==> src/sv/sha_pkg.sv <==
// ----------------------------------------------------------------------------
// sha_pkg
// Shared types, constants and the rotate function of the SHA-256 stream hasher.
// ----------------------------------------------------------------------------
package sha_pkg;

    localparam logic [1:0] CMD_ABSORB  = 2'd0;
    localparam logic [1:0] CMD_DIGEST  = 2'd1;
    localparam logic [1:0] CMD_RESTART = 2'd2;

    localparam logic [7:0] PAD_BYTE = 8'h80;
    localparam int unsigned ONE_BLOCK_LIMIT = 56;

    typedef logic [31:0] word_t;

    // datapath commands from the controller
    typedef struct packed {
        logic       restart;    // reload chaining words, clear counters
        logic       absorb;     // write data byte, advance counters
        logic       snap;       // copy chaining words to the work and finalization state
        logic       load_pad1;  // build first padded block into the schedule
        logic       load_pad2;  // build second padded block into the schedule
        logic       load_blk;   // load stored block into the schedule
        logic       round;      // one compression round
        logic       fold_run;   // add work vars into running chaining words
        logic       fold_fin;   // add work vars into finalization state
        logic       out_load;   // copy finalization state to output shift
        logic       out_shift;  // advance output word
    } sha_cmd_t;

    typedef struct packed {
        logic block_full;   // store holds 64 bytes after last absorb
        logic two_blocks;   // padding needs two compressions
        logic round_last;   // round counter at 63
    } sha_status_t;

    localparam word_t IV [8] = '{
        32'h6a09e667, 32'hbb67ae85, 32'h3c6ef372, 32'ha54ff53a,
        32'h510e527f, 32'h9b05688c, 32'h1f83d9ab, 32'h5be0cd19
    };

    localparam word_t ROUND_K [64] = '{
        32'h428a2f98, 32'h71374491, 32'hb5c0fbcf, 32'he9b5dba5,
        32'h3956c25b, 32'h59f111f1, 32'h923f82a4, 32'hab1c5ed5,
        32'hd807aa98, 32'h12835b01, 32'h243185be, 32'h550c7dc3,
        32'h72be5d74, 32'h80deb1fe, 32'h9bdc06a7, 32'hc19bf174,
        32'he49b69c1, 32'hefbe4786, 32'h0fc19dc6, 32'h240ca1cc,
        32'h2de92c6f, 32'h4a7484aa, 32'h5cb0a9dc, 32'h76f988da,
        32'h983e5152, 32'ha831c66d, 32'hb00327c8, 32'hbf597fc7,
        32'hc6e00bf3, 32'hd5a79147, 32'h06ca6351, 32'h14292967,
        32'h27b70a85, 32'h2e1b2138, 32'h4d2c6dfc, 32'h53380d13,
        32'h650a7354, 32'h766a0abb, 32'h81c2c92e, 32'h92722c85,
        32'ha2bfe8a1, 32'ha81a664b, 32'hc24b8b70, 32'hc76c51a3,
        32'hd192e819, 32'hd6990624, 32'hf40e3585, 32'h106aa070,
        32'h19a4c116, 32'h1e376c08, 32'h2748774c, 32'h34b0bcb5,
        32'h391c0cb3, 32'h4ed8aa4a, 32'h5b9cca4f, 32'h682e6ff3,
        32'h748f82ee, 32'h78a5636f, 32'h84c87814, 32'h8cc70208,
        32'h90befffa, 32'ha4506ceb, 32'hbef9a3f7, 32'hc67178f2
    };

    function automatic word_t ror(input word_t x, input int unsigned n);
        ror = (x >> n) | (x << (32 - n));
    endfunction

endpackage

==> src/sv/sha_ctrl.sv <==
// ----------------------------------------------------------------------------
// sha_ctrl
// Controller of the SHA-256 stream hasher: sequences absorb, compression,
// padding and digest output.
// ----------------------------------------------------------------------------
module sha_ctrl
    import sha_pkg::*;
(
    input  logic        clk,
    input  logic        rst_n,
    input  logic        in_valid,
    output logic        in_stall,
    input  logic [1:0]  cmd,
    output logic        out_valid,
    input  logic        out_stall,
    output logic [2:0]  word_index,
    output logic        last,
    output sha_cmd_t    dp_cmd,
    input  sha_status_t dp_status
);

    typedef enum logic [7:0] {
        S_IDLE   = 8'b0000_0001,
        S_RUN    = 8'b0000_0010,
        S_RFOLD  = 8'b0000_0100,
        S_FIN1   = 8'b0000_1000,
        S_F1FOLD = 8'b0001_0000,
        S_FIN2   = 8'b0010_0000,
        S_F2FOLD = 8'b0100_0000,
        S_OUT    = 8'b1000_0000
    } state_t;

    state_t     state_reg, state_next;
    logic [2:0] idx_reg, idx_next;
    logic       two_reg, two_next;
    logic       accept;

    assign in_stall   = (state_reg != S_IDLE);
    assign accept     = in_valid && !in_stall;
    assign out_valid  = (state_reg == S_OUT);
    assign word_index = idx_reg;
    assign last       = (idx_reg == 3'd7);

    always_comb
    begin
        state_next = state_reg;
        idx_next   = idx_reg;
        two_next   = two_reg;
        dp_cmd     = '0;
        unique case (state_reg)
            S_IDLE:
            begin
                if (accept)
                begin
                    case (cmd)
                        CMD_ABSORB:
                        begin
                            dp_cmd.absorb = 1'b1;
                            if (dp_status.block_full)
                            begin
                                dp_cmd.snap     = 1'b1;
                                dp_cmd.load_blk = 1'b1;
                                state_next      = S_RUN;
                            end
                        end
                        CMD_DIGEST:
                        begin
                            dp_cmd.snap      = 1'b1;
                            dp_cmd.load_pad1 = 1'b1;
                            two_next         = dp_status.two_blocks;
                            state_next       = S_FIN1;
                        end
                        CMD_RESTART:
                            dp_cmd.restart = 1'b1;
                        default:
                            ;
                    endcase
                end
            end
            S_RUN:
            begin
                dp_cmd.round = 1'b1;
                if (dp_status.round_last)
                    state_next = S_RFOLD;
            end
            S_RFOLD:
            begin
                dp_cmd.fold_run = 1'b1;
                state_next      = S_IDLE;
            end
            S_FIN1:
            begin
                dp_cmd.round = 1'b1;
                if (dp_status.round_last)
                    state_next = S_F1FOLD;
            end
            S_F1FOLD:
            begin
                dp_cmd.fold_fin = 1'b1;
                if (two_reg)
                begin
                    dp_cmd.load_pad2 = 1'b1;
                    state_next       = S_FIN2;
                end
                else
                begin
                    state_next = S_F2FOLD;
                end
            end
            S_FIN2:
            begin
                dp_cmd.round = 1'b1;
                if (dp_status.round_last)
                    state_next = S_F2FOLD;
            end
            S_F2FOLD:
            begin
                if (two_reg)
                    dp_cmd.fold_fin = 1'b1;
                state_next = S_OUT;
            end
            S_OUT:
            begin
                if (!out_stall)
                begin
                    dp_cmd.out_shift = 1'b1;
                    idx_next         = idx_reg + 3'd1;
                    if (idx_reg == 3'd7)
                        state_next = S_IDLE;
                end
            end
            default:
                state_next = S_IDLE;
        endcase
        if (state_reg == S_F2FOLD)
            dp_cmd.out_load = 1'b1;
    end

    always_ff @(posedge clk or negedge rst_n)
    begin
        if (!rst_n)
        begin
            state_reg <= S_IDLE;
            idx_reg   <= '0;
            two_reg   <= 1'b0;
        end
        else
        begin
            state_reg <= state_next;
            idx_reg   <= idx_next;
            two_reg   <= two_next;
        end
    end

endmodule

==> config.mk <==
export PLATFORM = sky130hd
export DESIGN_NAME = sha_ctrl
export DESIGN_NICKNAME = d
export VERILOG_FILES = /design/src/sv/sha_pkg.sv /design/src/sv/sha_ctrl.sv
export SDC_FILE = /design/constraint.sdc
export NUM_CORES = 1
export LEC_CHECK = 0
export BUFFER_PORTS_ARGS = -buffer_cell sky130_fd_sc_hd__buf_2
export CAP_MARGIN = 5
export CORE_UTILIZATION = 45
export DETAILED_ROUTE_END_ITERATION = 8
export PLACE_DENSITY_LB_ADDON = 0.3
export SLEW_MARGIN = 10
export SYNTH_ARGS = -nofsm -noshare
export SYNTH_HDL_FRONTEND = slang
export SYNTH_SLANG_ARGS = --single-unit
==> constraint.sdc <==
create_clock -name clk -period 1.75 [get_ports clk]
set_input_delay 0.2625 -clock clk [delete_from_list [all_inputs] [get_ports clk]]
set_output_delay 0.2625 -clock clk [all_outputs]
set_load 0.005 [all_outputs]
# After elaboration in Yosys (flattened, before gate mapping)
# Cells that the tools add are included.
# totals
regBits	12
latch_bits	0
ramBits	0
rom_bits	0
in_bits	9
out_inout_bits	17
wordCells	60
n_memories	0
# op_classes
n_addsub	1
multipliers	0
div	0
n_lt_le_gt_ge	0
n_eq_ne	20
shift	0
muxes	28
bitwise_logic	1
reduce_logical	7
# ops
op	count
8-bit 2-to-1 mux	7
8-bit case mux with 7 select lines	1
8-bit case mux with 2 select lines	1
1-bit 2-to-1 mux	14
2-bit inequality test (second input constant)	5
8-bit by 1-bit == test with 1-bit output (second input constant)	1
8-bit by 2-bit == test with 1-bit output (second input constant)	1
8-bit by 3-bit == test with 1-bit output (second input constant)	1
8-bit by 4-bit == test with 1-bit output (second input constant)	1
8-bit by 5-bit == test with 1-bit output (second input constant)	1
8-bit by 6-bit == test with 1-bit output (second input constant)	1
8-bit by 7-bit == test with 1-bit output (second input constant)	1
8-bit == test (second input constant)	1
4-bit 2-to-1 mux	2
8-bit by 1-bit inequality test with 1-bit output (second input constant)	1
8-bit AND reduction	1
7-bit 2-to-1 mux	1
1-bit case mux with 2 select lines	2
3-bit by 1-bit adder with 3-bit output (second input constant)	1
3-bit == test (second input constant)	1
3-bit by 1-bit inequality test with 1-bit output (second input constant)	1
3-bit inequality test (second input constant)	1
3-bit AND reduction	1
3-bit OR reduction	1
8 further kinds	8

# Depth between registers and ports, before layout
# Gate-level depths: netlist (run 1).
# depth
word_depth	5
ltp_mapped	6
ltp_nobuf	6

# Worst setup path after synthesis (run 1)
# OpenSTA, ideal clock, no wires.
# synth_timing
path_type	reg2out
startpoint	register state_reg[0]
endpoint	output dp_cmd[5] (netlist bit)
arrival_time_ns	1.460
required_ns	1.487
setup_slack_ns	0.028
stages_incl_launch_ff	6
n_path_buf	0
cell_sequence	dfstp_2 nor4b_2 and2_4 inv_4 nor4b_4 and2_1
# synth_lines
element	line_no	rtl
from (decl)	sha_ctrl.sv:33	state_t state_reg, state_next;
from (signal assigned)	sha_ctrl.sv:149	state_reg <= state_next;
to (decl)	sha_ctrl.sv:18	output sha_cmd_t dp_cmd,

==> out/metrics.yaml, run 1 <==
critPathLaunchType: "flop"
internal-power_mw: 0.918
yosysSeqAreaShare_pct: 37.6
synth_cells: 77
violations: "negative setup slack"
antenna_found_initial: 0
viasPerCell: 6.03
power_switching_mw: 0.565
fin_util_pct: 81.2
syn_to_final_growth_pct: 59.6
synth_edf_count: 0
synth.largest_area_cell: "dfrtp_1"
io_buffers: 25
die_w_um: 44.2
yosysWarningCount: 0
dieArea_um2: 1950
numCtsBuffers: 3
synth.area.top_cells: "dfrtp_1 (34%), nor4_4 (5.3%), nor2_1 (4.2%)"
clock_power_share_pct: 16.2
cts_tree: "built"
dp_cells: 129
final.setup.tns_ns: -2.70
synth-main-ff-cell: "dfrtp_1"
max_stage_delay_ns: 0.42
crit_type: "flop to output port"
root_buffer: "clkbuf_4"
synth_area_um2: 802
finalCriticalPeriod_ns: 2.05
rsz0062_at_grt: "yes"
slew_headroom_pct: 71.0
htreeDepth: 1
p_per_area_nw_per_um2: 1160
worst_ep_required_time_ns: 1.49
path_buf_inv: 2
crit_chain: "nor4_4 -> and2_4 -> inv_4 -> nor4b_4 -> and2_1 -> buf_2"
design.core.area_um2: 1580
drive_above_1_share_pct: 56.4
regArea_um2: 302
largest_register_ffs: 8
status: "finished with violations"
drc: 0
finalHoldViolCount: 0
critPathSlowestCell: "dfrtp_1"
fmax_mhz: 488
grt_overflow: 0
maxSlewViolCount: 0
syn_area_per_cell_um2: 10.4
place_ws_ns: 0.00920
setup_viol: 20
antenna_cells: 0
syn-num-nets: 88
synth_commonest_cells: "dfrtp_1 (11), nor2_1 (9), nand2_1 (5)"
tightest_slew_ns: 0.433
drtPass1Iterations: 6
synth-seq-cells: 12
grt_max_degree: 13
min_to: "two_reg"
worstRegToRegCells: 7
hp-start: "dp_status[1]"
clkSinkCount: 12
totalWireLength_mm: 2.59
critPathCaptureType: "output port"
worstHoldPathType: "input port to flop"
swShare_pct: 38.1
postLayoutSetupSlackWorst_ns: -0.298
multiInputGateArea_um2: 539
grt_busiest_layer: "met2"
p_total_mw: 1.48
combPwrFrac_pct: 58.4
ant_nets: 0
route.vias.total: 899
path_max_fanout: 2
r2r_start: "state_reg[3]"
finalNonFillerCells: 149
met2_usage_pct: 46.5
place_congestion: 0.880
r2r_end: "word_index[2]"
seq_power_share_pct: 25.4
grt_first_pass_wirelength_mm: 3.71
final.period_utilization_pct: 117
wl_per_cell_um: 17.4
grtUsageMet3_pct: 6.12
async_reset_ff_share_pct: 100
grt_usage_pct: 26.5
synth_cell_types: 42
power.leakage_nw: 0.676
final.setup_skew_ns: 0.0129
ff2ff_setup_slack_ns: -0.09
first_iter_violations: 25
fillers: 90
synthMostInstantiatedCell: "dfrtp_1"
num_rows: 14
die_y_um: 44.2
io_pins: 26
start_util_pct: 50.9
first_global_vias: 842
met1_usage_pct: 30.8
hold_path_depth: 2
peakVddDrop_uv: 841
clk_latency_ns: 0.30
cts_buffer_depth: 2
cp.arrival_ns: 1.79
drv_cap: 0
synth_top_area_share_pct: 34.3
nets: 145
critPathTopFamily: "simple AND/OR/NAND/NOR gates"
clkTransAtPathRegs_ns: 0.09
dp_hpwl_mm: 1.51
[worst register-to-register path, delay by kind of cell (launching register included)]
family,cells,cell delay (ns)
AND/OR/NAND/NOR,3,0.56
multiplexers,1,0.29
buffers and inverters,3,0.48
flip-flops,1,0.42
[power groups by stage]
| stage | logic (mW) | clock network (mW) | registers (mW) |
|---|---|---|---|
| finish | 0.867 | 0.240 | 0.377 |
| CTS | 0.699 | 0.226 | 0.370 |
| global placement | 0.562 | 0 | 0.367 |
| floorplan | 0.327 | 0 | 0.384 |
| global route | 0.908 | 0.250 | 0.378 |
| detailed placement | 0.575 | 0 | 0.369 |
[repair_timing]
action / in CTS / in global routing
hold buffers: 1 / 0
endpoints found under the hold margin: 11 / 0
buffers inserted: 8 / 9
pin swaps: 7 / 8
setup endpoints to repair: 10 / 21
resized for setup: 14 / 7
[cell type report]
class	instances	area share, %
clock buffer	4	2.83
timing repair buffer	52	28.5
tap	16	1.56
inverter	4	1.37
multi-input combinational	61	42.1
sequential	12	23.6
[routing by layer]
metal,vias to the layer above,part of all wire [%]
met5,-,0
met4,0,3.2
met3,12,6.7
met2,50,52
met1,440,38
li1,397,-
[worst max-delay path by stage]
stage,start,to,slack [ns],depth (start not counted)
2_1_floorplan,state_reg[0],dp_cmd[5],0.03,5
3_3_place_gp,state_reg[1],state_reg[1],0.03,6
3_5_place_dp,state_reg[0],dp_cmd[5],0.009,6
4_1_cts,state_reg[0],dp_cmd[5],-0.27,6
5_1_grt,state_reg[4],dp_cmd[5],-0.34,6
6_report,state_reg[4],dp_cmd[5],-0.30,6
[cells in the final DEF (no fill, tap or decap), types with 2 or more instances in the layout]
| cell type | count |
|---|---|
| nor2b_1 | 3 |
| mux2_4 | 2 |
| clkbuf_4 | 3 |
| nand4b_1 | 2 |
| nand3_2 | 2 |
| ha_1 | 2 |
| nor4_4 | 2 |
| inv_1 | 3 |
| buf_2 | 23 |
| nor2_1 | 7 |
| buf_4 | 20 |
| nand2b_1 | 4 |
| buf_6 | 8 |
| nand2_1 | 5 |
| nor4b_4 | 2 |
| dfrtp_1 | 11 |
[per-stage QoR]
| stage | hold WS (ns) | cell area, um^2 |
|---|---|---|
| 6_report | 0.175 | 1280 |
| 2_1_floorplan | -0.0331 | 802 |
| 4_1_cts | 0.193 | 1200 |
| 3_3_place_gp | 0.153 | 1030 |
| 5_1_grt | 0.184 | 1280 |
| 3_5_place_dp | 0.156 | 1030 |
[logic make-up after synthesis]
logic type      share of synthesized area, %
compound gates                          10.8
xor+xnor                                1.09
fa+ha+maj                               3.12
buf+inv                                 2.18
flops                                   37.6
mux                                     5.15
simple gates                            40.1
(Power assumes the default switching activity.)
==> run 2, diff against run 1 <==
--- a/config.mk
+++ b/config.mk
@@ -7,7 +7,7 @@
 export LEC_CHECK = 0
 export BUFFER_PORTS_ARGS = -buffer_cell sky130_fd_sc_hd__buf_2
 export CAP_MARGIN = 5
-export CORE_UTILIZATION = 45
+export CORE_UTILIZATION = 44
 export DETAILED_ROUTE_END_ITERATION = 8
 export PLACE_DENSITY_LB_ADDON = 0.3
 export SLEW_MARGIN = 10
==> constraint.sdc (replaced) <==
create_clock -name clk -period 1.7 [get_ports clk]
set_input_delay 0.255 -clock clk [delete_from_list [all_inputs] [get_ports clk]]
set_output_delay 0.255 -clock clk [all_outputs]
set_load 0.005 [all_outputs]
==> run 2 against run 1 <==
The flow still finishes with violations (negative setup slack). Critical path depth stayed put. Critical endpoint unchanged. Sequential share of layout area is 0.34 points lower. Via count is 9.5% lower. Flip-flop and latch count stayed put. Register-to-register slack worse by 0.04 ns.
==> out/metrics.yaml, run 2 (synthesis gave the netlist of run 1 again) <==
design.core.area_um2: 1710  # was 1580 um^2
placed_area_um2: 1060  # was 1030 um^2
first_iter_violations: 20  # was 25
final_area_um2: 1320  # was 1280 um^2
startpoint: "state_reg[4]"  # unchanged
drv_cap: 0  # unchanged
grt_usage_pct: 23.6  # was 26.5%
max_stage_delay_ns: 0.41  # was 0.42 ns
first_global_vias: 787  # was 842
met2_usage_pct: 42.1  # was 46.5%
finalHoldViolCount: 0  # unchanged
seq_power_share_pct: 27.8  # was 25.4%
nets: 145  # unchanged
clkSinkCount: 12  # unchanged
drtPass1Iterations: 4  # was 6
critPathSlowestCell: "dfrtp_1"  # unchanged
p_per_area_nw_per_um2: 1090  # was 1160 nW/um^2
cp.arrival_ns: 1.89  # was 1.79 ns
antenna_found_initial: 0  # unchanged
worstRegToRegCells: 7  # unchanged
largest_register_ffs: 8  # unchanged
crit_type: "flop to output port"  # unchanged
fmax_mhz: 465
fillers: 101  # was 90
viasPerCell: 5.15  # was 6.03
r2r_end: "word_index[2]"  # unchanged
final.period_utilization_pct: 126
met1_usage_pct: 29.3  # was 30.8%
postLayoutSetupSlackWorst_ns: -0.449  # was -0.298 ns
io_pins: 26  # unchanged
status: "finished with violations"  # unchanged
clk_latency_ns: 0.28  # was 0.30 ns
maxSlewViolCount: 0  # unchanged
clkTransAtPathRegs_ns: 0.08  # was 0.09 ns
critical_path.endpoint: "dp_cmd[5]"  # unchanged
tightest_slew_ns: 0.339  # was 0.433 ns
final.setup_skew_ns: 0.0116  # was 0.0129 ns
grt_max_degree: 13  # unchanged
final.setup.tns_ns: -3.41  # was -2.70 ns
numCtsBuffers: 3  # unchanged
cts_buffer_depth: 2  # unchanged
clock_power_share_pct: 13.6  # was 16.2%
final_common_cell: "buf_2"  # unchanged
place_congestion: 0.781  # was 0.880
path_max_fanout: 2  # unchanged
totalWireLength_mm: 2.34  # was 2.59 mm
r2r_start: "state_reg[0]"  # was state_reg[3]
dp_hpwl_mm: 1.55  # was 1.51 mm
syn_to_final_growth_pct: 64.0  # was 59.6%
worstHoldPathType: "input port to flop"  # unchanged
cts_tree: "built"  # unchanged
grt_overflow: 0  # unchanged
critPathCaptureType: "output port"  # unchanged
ff2ff_setup_slack_ns: -0.13  # was -0.09 ns
internal-power_mw: 0.877  # was 0.918 mW
ant_nets: 0  # unchanged
root_buffer: "clkbuf_4"  # unchanged
die_w_um: 44.7  # was 44.2 um
regArea_um2: 305  # was 302 um^2
final_cell_mix: "buf_2 (23), buf_4 (22), dfrtp_1 (8)"  # was buf_2 (23), buf_4 (20), dfrtp_1 (11)
peakVddDrop_uv: 930  # was 841 uV
setup_viol: 20  # unchanged
crit_chain: "nor4_4 -> and2_4 -> inv_4 -> nor4b_4 -> and2_1 -> buf_2"  # unchanged
num_rows: 15  # was 14
htreeDepth: 1  # unchanged
wl_per_cell_um: 14.8  # was 17.4 um
grt_busiest_layer: "met2"  # unchanged
swShare_pct: 38.7  # was 38.1%
worst_ep_required_time_ns: 1.44  # was 1.49 ns
grtUsageMet3_pct: 4.80  # was 6.12%
dieArea_um2: 2000  # was 1950 um^2
multiInputGateArea_um2: 577  # was 539 um^2
critPathLaunchType: "flop"  # unchanged
fin_hold_ws_ns: 0.183  # was 0.175 ns
power.leakage_nw: 0.661  # was 0.676 nW
slew_headroom_pct: 77.3  # was 71.0%
io_buffers: 25  # unchanged
combPwrFrac_pct: 58.6  # was 58.4%
power_switching_mw: 0.553  # was 0.565 mW
drc: 0  # unchanged
antenna_cells: 0  # unchanged
start_util_pct: 47.0  # was 50.9%
route.vias.total: 814  # was 899
drive_above_1_share_pct: 61.7  # was 56.4%
grt_first_pass_wirelength_mm: 3.39  # was 3.71 mm
finalCriticalPeriod_ns: 2.15
die_y_um: 44.7  # was 44.2 um
rsz0062_at_grt: "yes"  # unchanged
violations: "negative setup slack"  # unchanged
## run 2: changes by cell type in the layout (fill, tap and decap cells not counted), moves of 2 or more
cell     delta
dfrtp_2     +3
buf_4       +2
dfrtp_1     -3
buf_6       -2
## run 2: per-stage QoR
stage	utilization [%]	cells	setup WS [ns]	total power [mW]
CTS	70.7	151	-0.329	1.32
global route	77.0	158	-0.470	1.51
detailed placement	62.3	140	-0.0890	1.03
floorplan	-	77	0.000874	0.752
global placement	62.3	140	-0.0346	1.01
finish	77.0	158	-0.449	1.43
## run 2: worst max-delay path: cells and delay by family, from the launching register on
kind | cells | cell delay (ns)
and+or+nand+nor | 4 | 1.01
DFF | 1 | 0.41
buffers and inverters | 2 | 0.18
## run 2: per-layer routing
metal / routed length [um] / up-vias
li1: - / 395
met1: 927 / 382
met2: 1240 / 29
met3: 110 / 8
met4: 67 / 0
met5: 0 / -
## run 2: timing repair
action | 4_1_cts | 5_1_grt
endpoints found under the setup margin | 14 | 21
pin swaps | 6 | 7
hold endpoints to repair | 11 | 0
setup buffers | 6 | 7
resized for setup | 15 | 11
hold buffers | 1 | 0
## run 2: worst min path at each step
stage	from	endpoint	slack [ns]	depth (start not counted)
after CTS	dp_status[1]	two_reg	0.19	2
after floorplan	rst_n	state_reg[1]	-0.04	0
after detailed placement	rst_n	state_reg[3]	0.15	1
final	dp_status[1]	two_reg	0.18	2
after global routing	dp_status[1]	two_reg	0.19	2
after global placement	rst_n	state_reg[7]	0.15	1
## run 2: power by group through the flow
stage / Clock, mW / Combinational (mW) / Sequential (mW)
finish: 0.194 / 0.839 / 0.398
global route: 0.210 / 0.895 / 0.402
CTS: 0.192 / 0.724 / 0.399
detailed placement: 0 / 0.619 / 0.415
global placement: 0 / 0.602 / 0.408
floorplan: 0 / 0.351 / 0.401
## run 2: area by class of cell
| class | instances | area share (%) |
|---|---|---|
| Inverter | 4 | 1.33 |
| Tap cell | 25 | 2.38 |
| Sequential cell | 12 | 23.2 |
| Multi-Input combinational cell | 61 | 43.9 |
| Timing Repair Buffer | 52 | 27.2 |
| Clock buffer | 4 | 2.00 |
==> run 3, diff against run 2 <==
--- a/config.mk
+++ b/config.mk
@@ -5,7 +5,7 @@
 export SDC_FILE = /design/constraint.sdc
 export NUM_CORES = 1
 export LEC_CHECK = 0
-export BUFFER_PORTS_ARGS = -buffer_cell sky130_fd_sc_hd__buf_2
+export BUFFER_PORTS_ARGS = -buffer_cell sky130_fd_sc_hd__buf_4
 export CAP_MARGIN = 5
 export CORE_UTILIZATION = 44
 export DETAILED_ROUTE_END_ITERATION = 8
==> constraint.sdc (replaced) <==
create_clock -name clk -period 1.7 [get_ports clk]
set_input_delay 0.255 -clock clk [delete_from_list [all_inputs] [get_ports clk]]
set_output_delay 0.255 -clock clk [all_outputs]
set_load 0.01 [all_outputs]
==> run 3 against run 2 <==
Highest routed layer unchanged. Die area did not move. Clock power rose by 23%. The run still ends with negative setup slack left. Clock-buffer cell count did not move.
==> out/metrics.yaml, run 3 (synthesis gave the netlist of run 1 again) <==
design.core.area_um2: 1710  # unchanged
critPathLaunchType: "flop"  # unchanged
setup_viol: 23  # was 20
finalHoldViolCount: 0  # unchanged
crit_chain: "nor4b_4 -> and2_4 -> inv_4 -> nor4b_4 -> and2_4 -> buf_6"  # was nor4_4 -> and2_4 -> inv_4 -> nor4b_4 -> and2_1 -> buf_2
min_to: "two_reg"  # unchanged
postLayoutSetupSlackWorst_ns: -0.410  # was -0.449 ns
cp.arrival_ns: 1.86  # was 1.89 ns
final.setup_skew_ns: 0.00836  # was 0.0116 ns
totalWireLength_mm: 3.26  # was 2.34 mm
drc: 0  # unchanged
io_buffers: 25  # unchanged
place_congestion: 0.794  # was 0.781
ant_nets: 0  # unchanged
hold_path_depth: 2  # unchanged
drv_cap: 0  # unchanged
r2r_end: "word_index[2]"  # unchanged
drtPass1Iterations: 6  # was 4
ff2ff_setup_slack_ns: -0.22  # was -0.13 ns
die_y_um: 44.7  # unchanged
die_w_um: 44.7  # unchanged
rsz0062_at_grt: "yes"  # unchanged
syn_to_final_growth_pct: 87.7  # was 64.0%
fin_util_pct: 88.1  # was 77.0%
final_cell_mix: "buf_4 (38), buf_6 (18), dfrtp_1 (10)"  # was buf_2 (23), buf_4 (22), dfrtp_1 (8)
grt_usage_pct: 30.1  # was 23.6%
worstHoldPathType: "input port to flop"  # unchanged
clk_latency_ns: 0.29  # was 0.28 ns
io_pins: 26  # unchanged
slew_headroom_pct: 63.1  # was 77.3%
nets: 150  # was 145
finalCriticalPeriod_ns: 2.11  # was 2.15 ns
peakVddDrop_uv: 1060  # was 930 uV
route.vias.total: 943  # was 814
grt_first_pass_wirelength_mm: 4.18  # was 3.39 mm
crit_type: "flop to output port"  # unchanged
worstRegToRegCells: 7  # unchanged
first_iter_violations: 30  # was 20
maxSlewViolCount: 0  # unchanged
critPathCaptureType: "output port"  # unchanged
critPathSlowestCell: "dfstp_2"  # was dfrtp_1
wl_per_cell_um: 20.0  # was 14.8 um
p_total_mw: 1.80  # was 1.43 mW
final_area_um2: 1510  # was 1320 um^2
status: "finished with violations"  # unchanged
fmax_mhz: 474  # was 465 MHz
antenna_found_initial: 0  # unchanged
cts_buffer_depth: 2  # unchanged
startpoint: "state_reg[0]"  # was state_reg[4]
path_max_fanout: 2  # unchanged
tightest_slew_ns: 0.550  # was 0.339 ns
clkTransAtPathRegs_ns: 0.08  # about the same
first_global_vias: 862  # was 787
max_stage_delay_ns: 0.54  # was 0.41 ns
drive_above_1_share_pct: 65.9  # was 61.7%
worst_ep_required_time_ns: 1.44  # about the same
r2r_start: "state_reg[3]"  # was state_reg[0]
numCtsBuffers: 3  # unchanged
clkSinkCount: 12  # unchanged
viasPerCell: 5.79  # was 5.15
htreeDepth: 1  # unchanged
start_util_pct: 47.0  # unchanged
grt_max_degree: 13  # unchanged
final_common_cell: "buf_4"  # was buf_2
num_rows: 15  # unchanged
final.period_utilization_pct: 124  # was 126%
placed_area_um2: 1130  # was 1060 um^2
hp-start: "dp_status[1]"  # unchanged
antenna_cells: 0  # unchanged
cts_tree: "built"  # unchanged
root_buffer: "clkbuf_4"  # unchanged
power.leakage_nw: 0.735  # was 0.661 nW
dp_hpwl_mm: 1.55  # about the same
grt_overflow: 0  # unchanged
violations: "negative setup slack"  # unchanged
largest_register_ffs: 8  # unchanged
p_per_area_nw_per_um2: 1200  # was 1090 nW/um^2
dieArea_um2: 2000  # unchanged
-- run 3: cell type report --
cell class | count | area (um^2)
sequential | 12 | 303
inverter | 4 | 17.5
clock buffer | 4 | 36.3
fill | 86 | 203
tap | 25 | 31.3
multi-input combinational | 61 | 619
timing repair buffer | 57 | 498
-- run 3: worst max path at each step --
stage / end / slack, ns / depth (start not counted)
2_1_floorplan: dp_cmd[5] / -0.11 / 5
3_3_place_gp: dp_cmd[5] / -0.06 / 6
3_5_place_dp: dp_cmd[5] / -0.12 / 6
4_1_cts: dp_cmd[5] / -0.37 / 6
5_1_grt: dp_cmd[5] / -0.47 / 6
6_report: dp_cmd[5] / -0.41 / 6
-- run 3: per-stage QoR --
stage,setup WS (ns),instances,setup TNS [ns],hold WS [ns]
after floorplan,-0.111,77,-0.111,-0.0406
after global placement,-0.0628,141,-0.0723,0.103
after detailed placement,-0.120,141,-0.242,0.102
after CTS,-0.369,162,-3.61,0.211
after global routing,-0.474,163,-6.62,0.205
final,-0.410,163,-5.06,0.208
-- run 3: critical path: cells and delay by family, from the launching register on --
family | cells | cell delay (ns)
buffers and inverters | 2 | 0.13
flip-flops | 1 | 0.54
AND/OR/NAND/NOR | 4 | 0.90
-- run 3: report_power, final --
part           internal (mW)  leakage [nW]  switching, mW  total [mW]
Combinational          0.618         0.558          0.556        1.17
Sequential             0.338         0.157         0.0506       0.389
Clock                  0.131        0.0210          0.108       0.238
-- run 3: metal layers --
metal	GRT usage, %	share of wire (%)	wire, um
met1	37.9	40	1310
met2	54.1	51	1650
met3	7.20	5.6	182
met4	3.64	3.6	116
met5	0	0	0
-- run 3: timing repair --
item                                    in CTS  in global routing
pin swaps                                   16                 11
hold buffers                                 1                  0
hold endpoints to repair                    11                  0
resized for setup                           33                 14
endpoints found under the setup margin      19                 24
setup buffers                               16                  4
cloned                                       0                  0
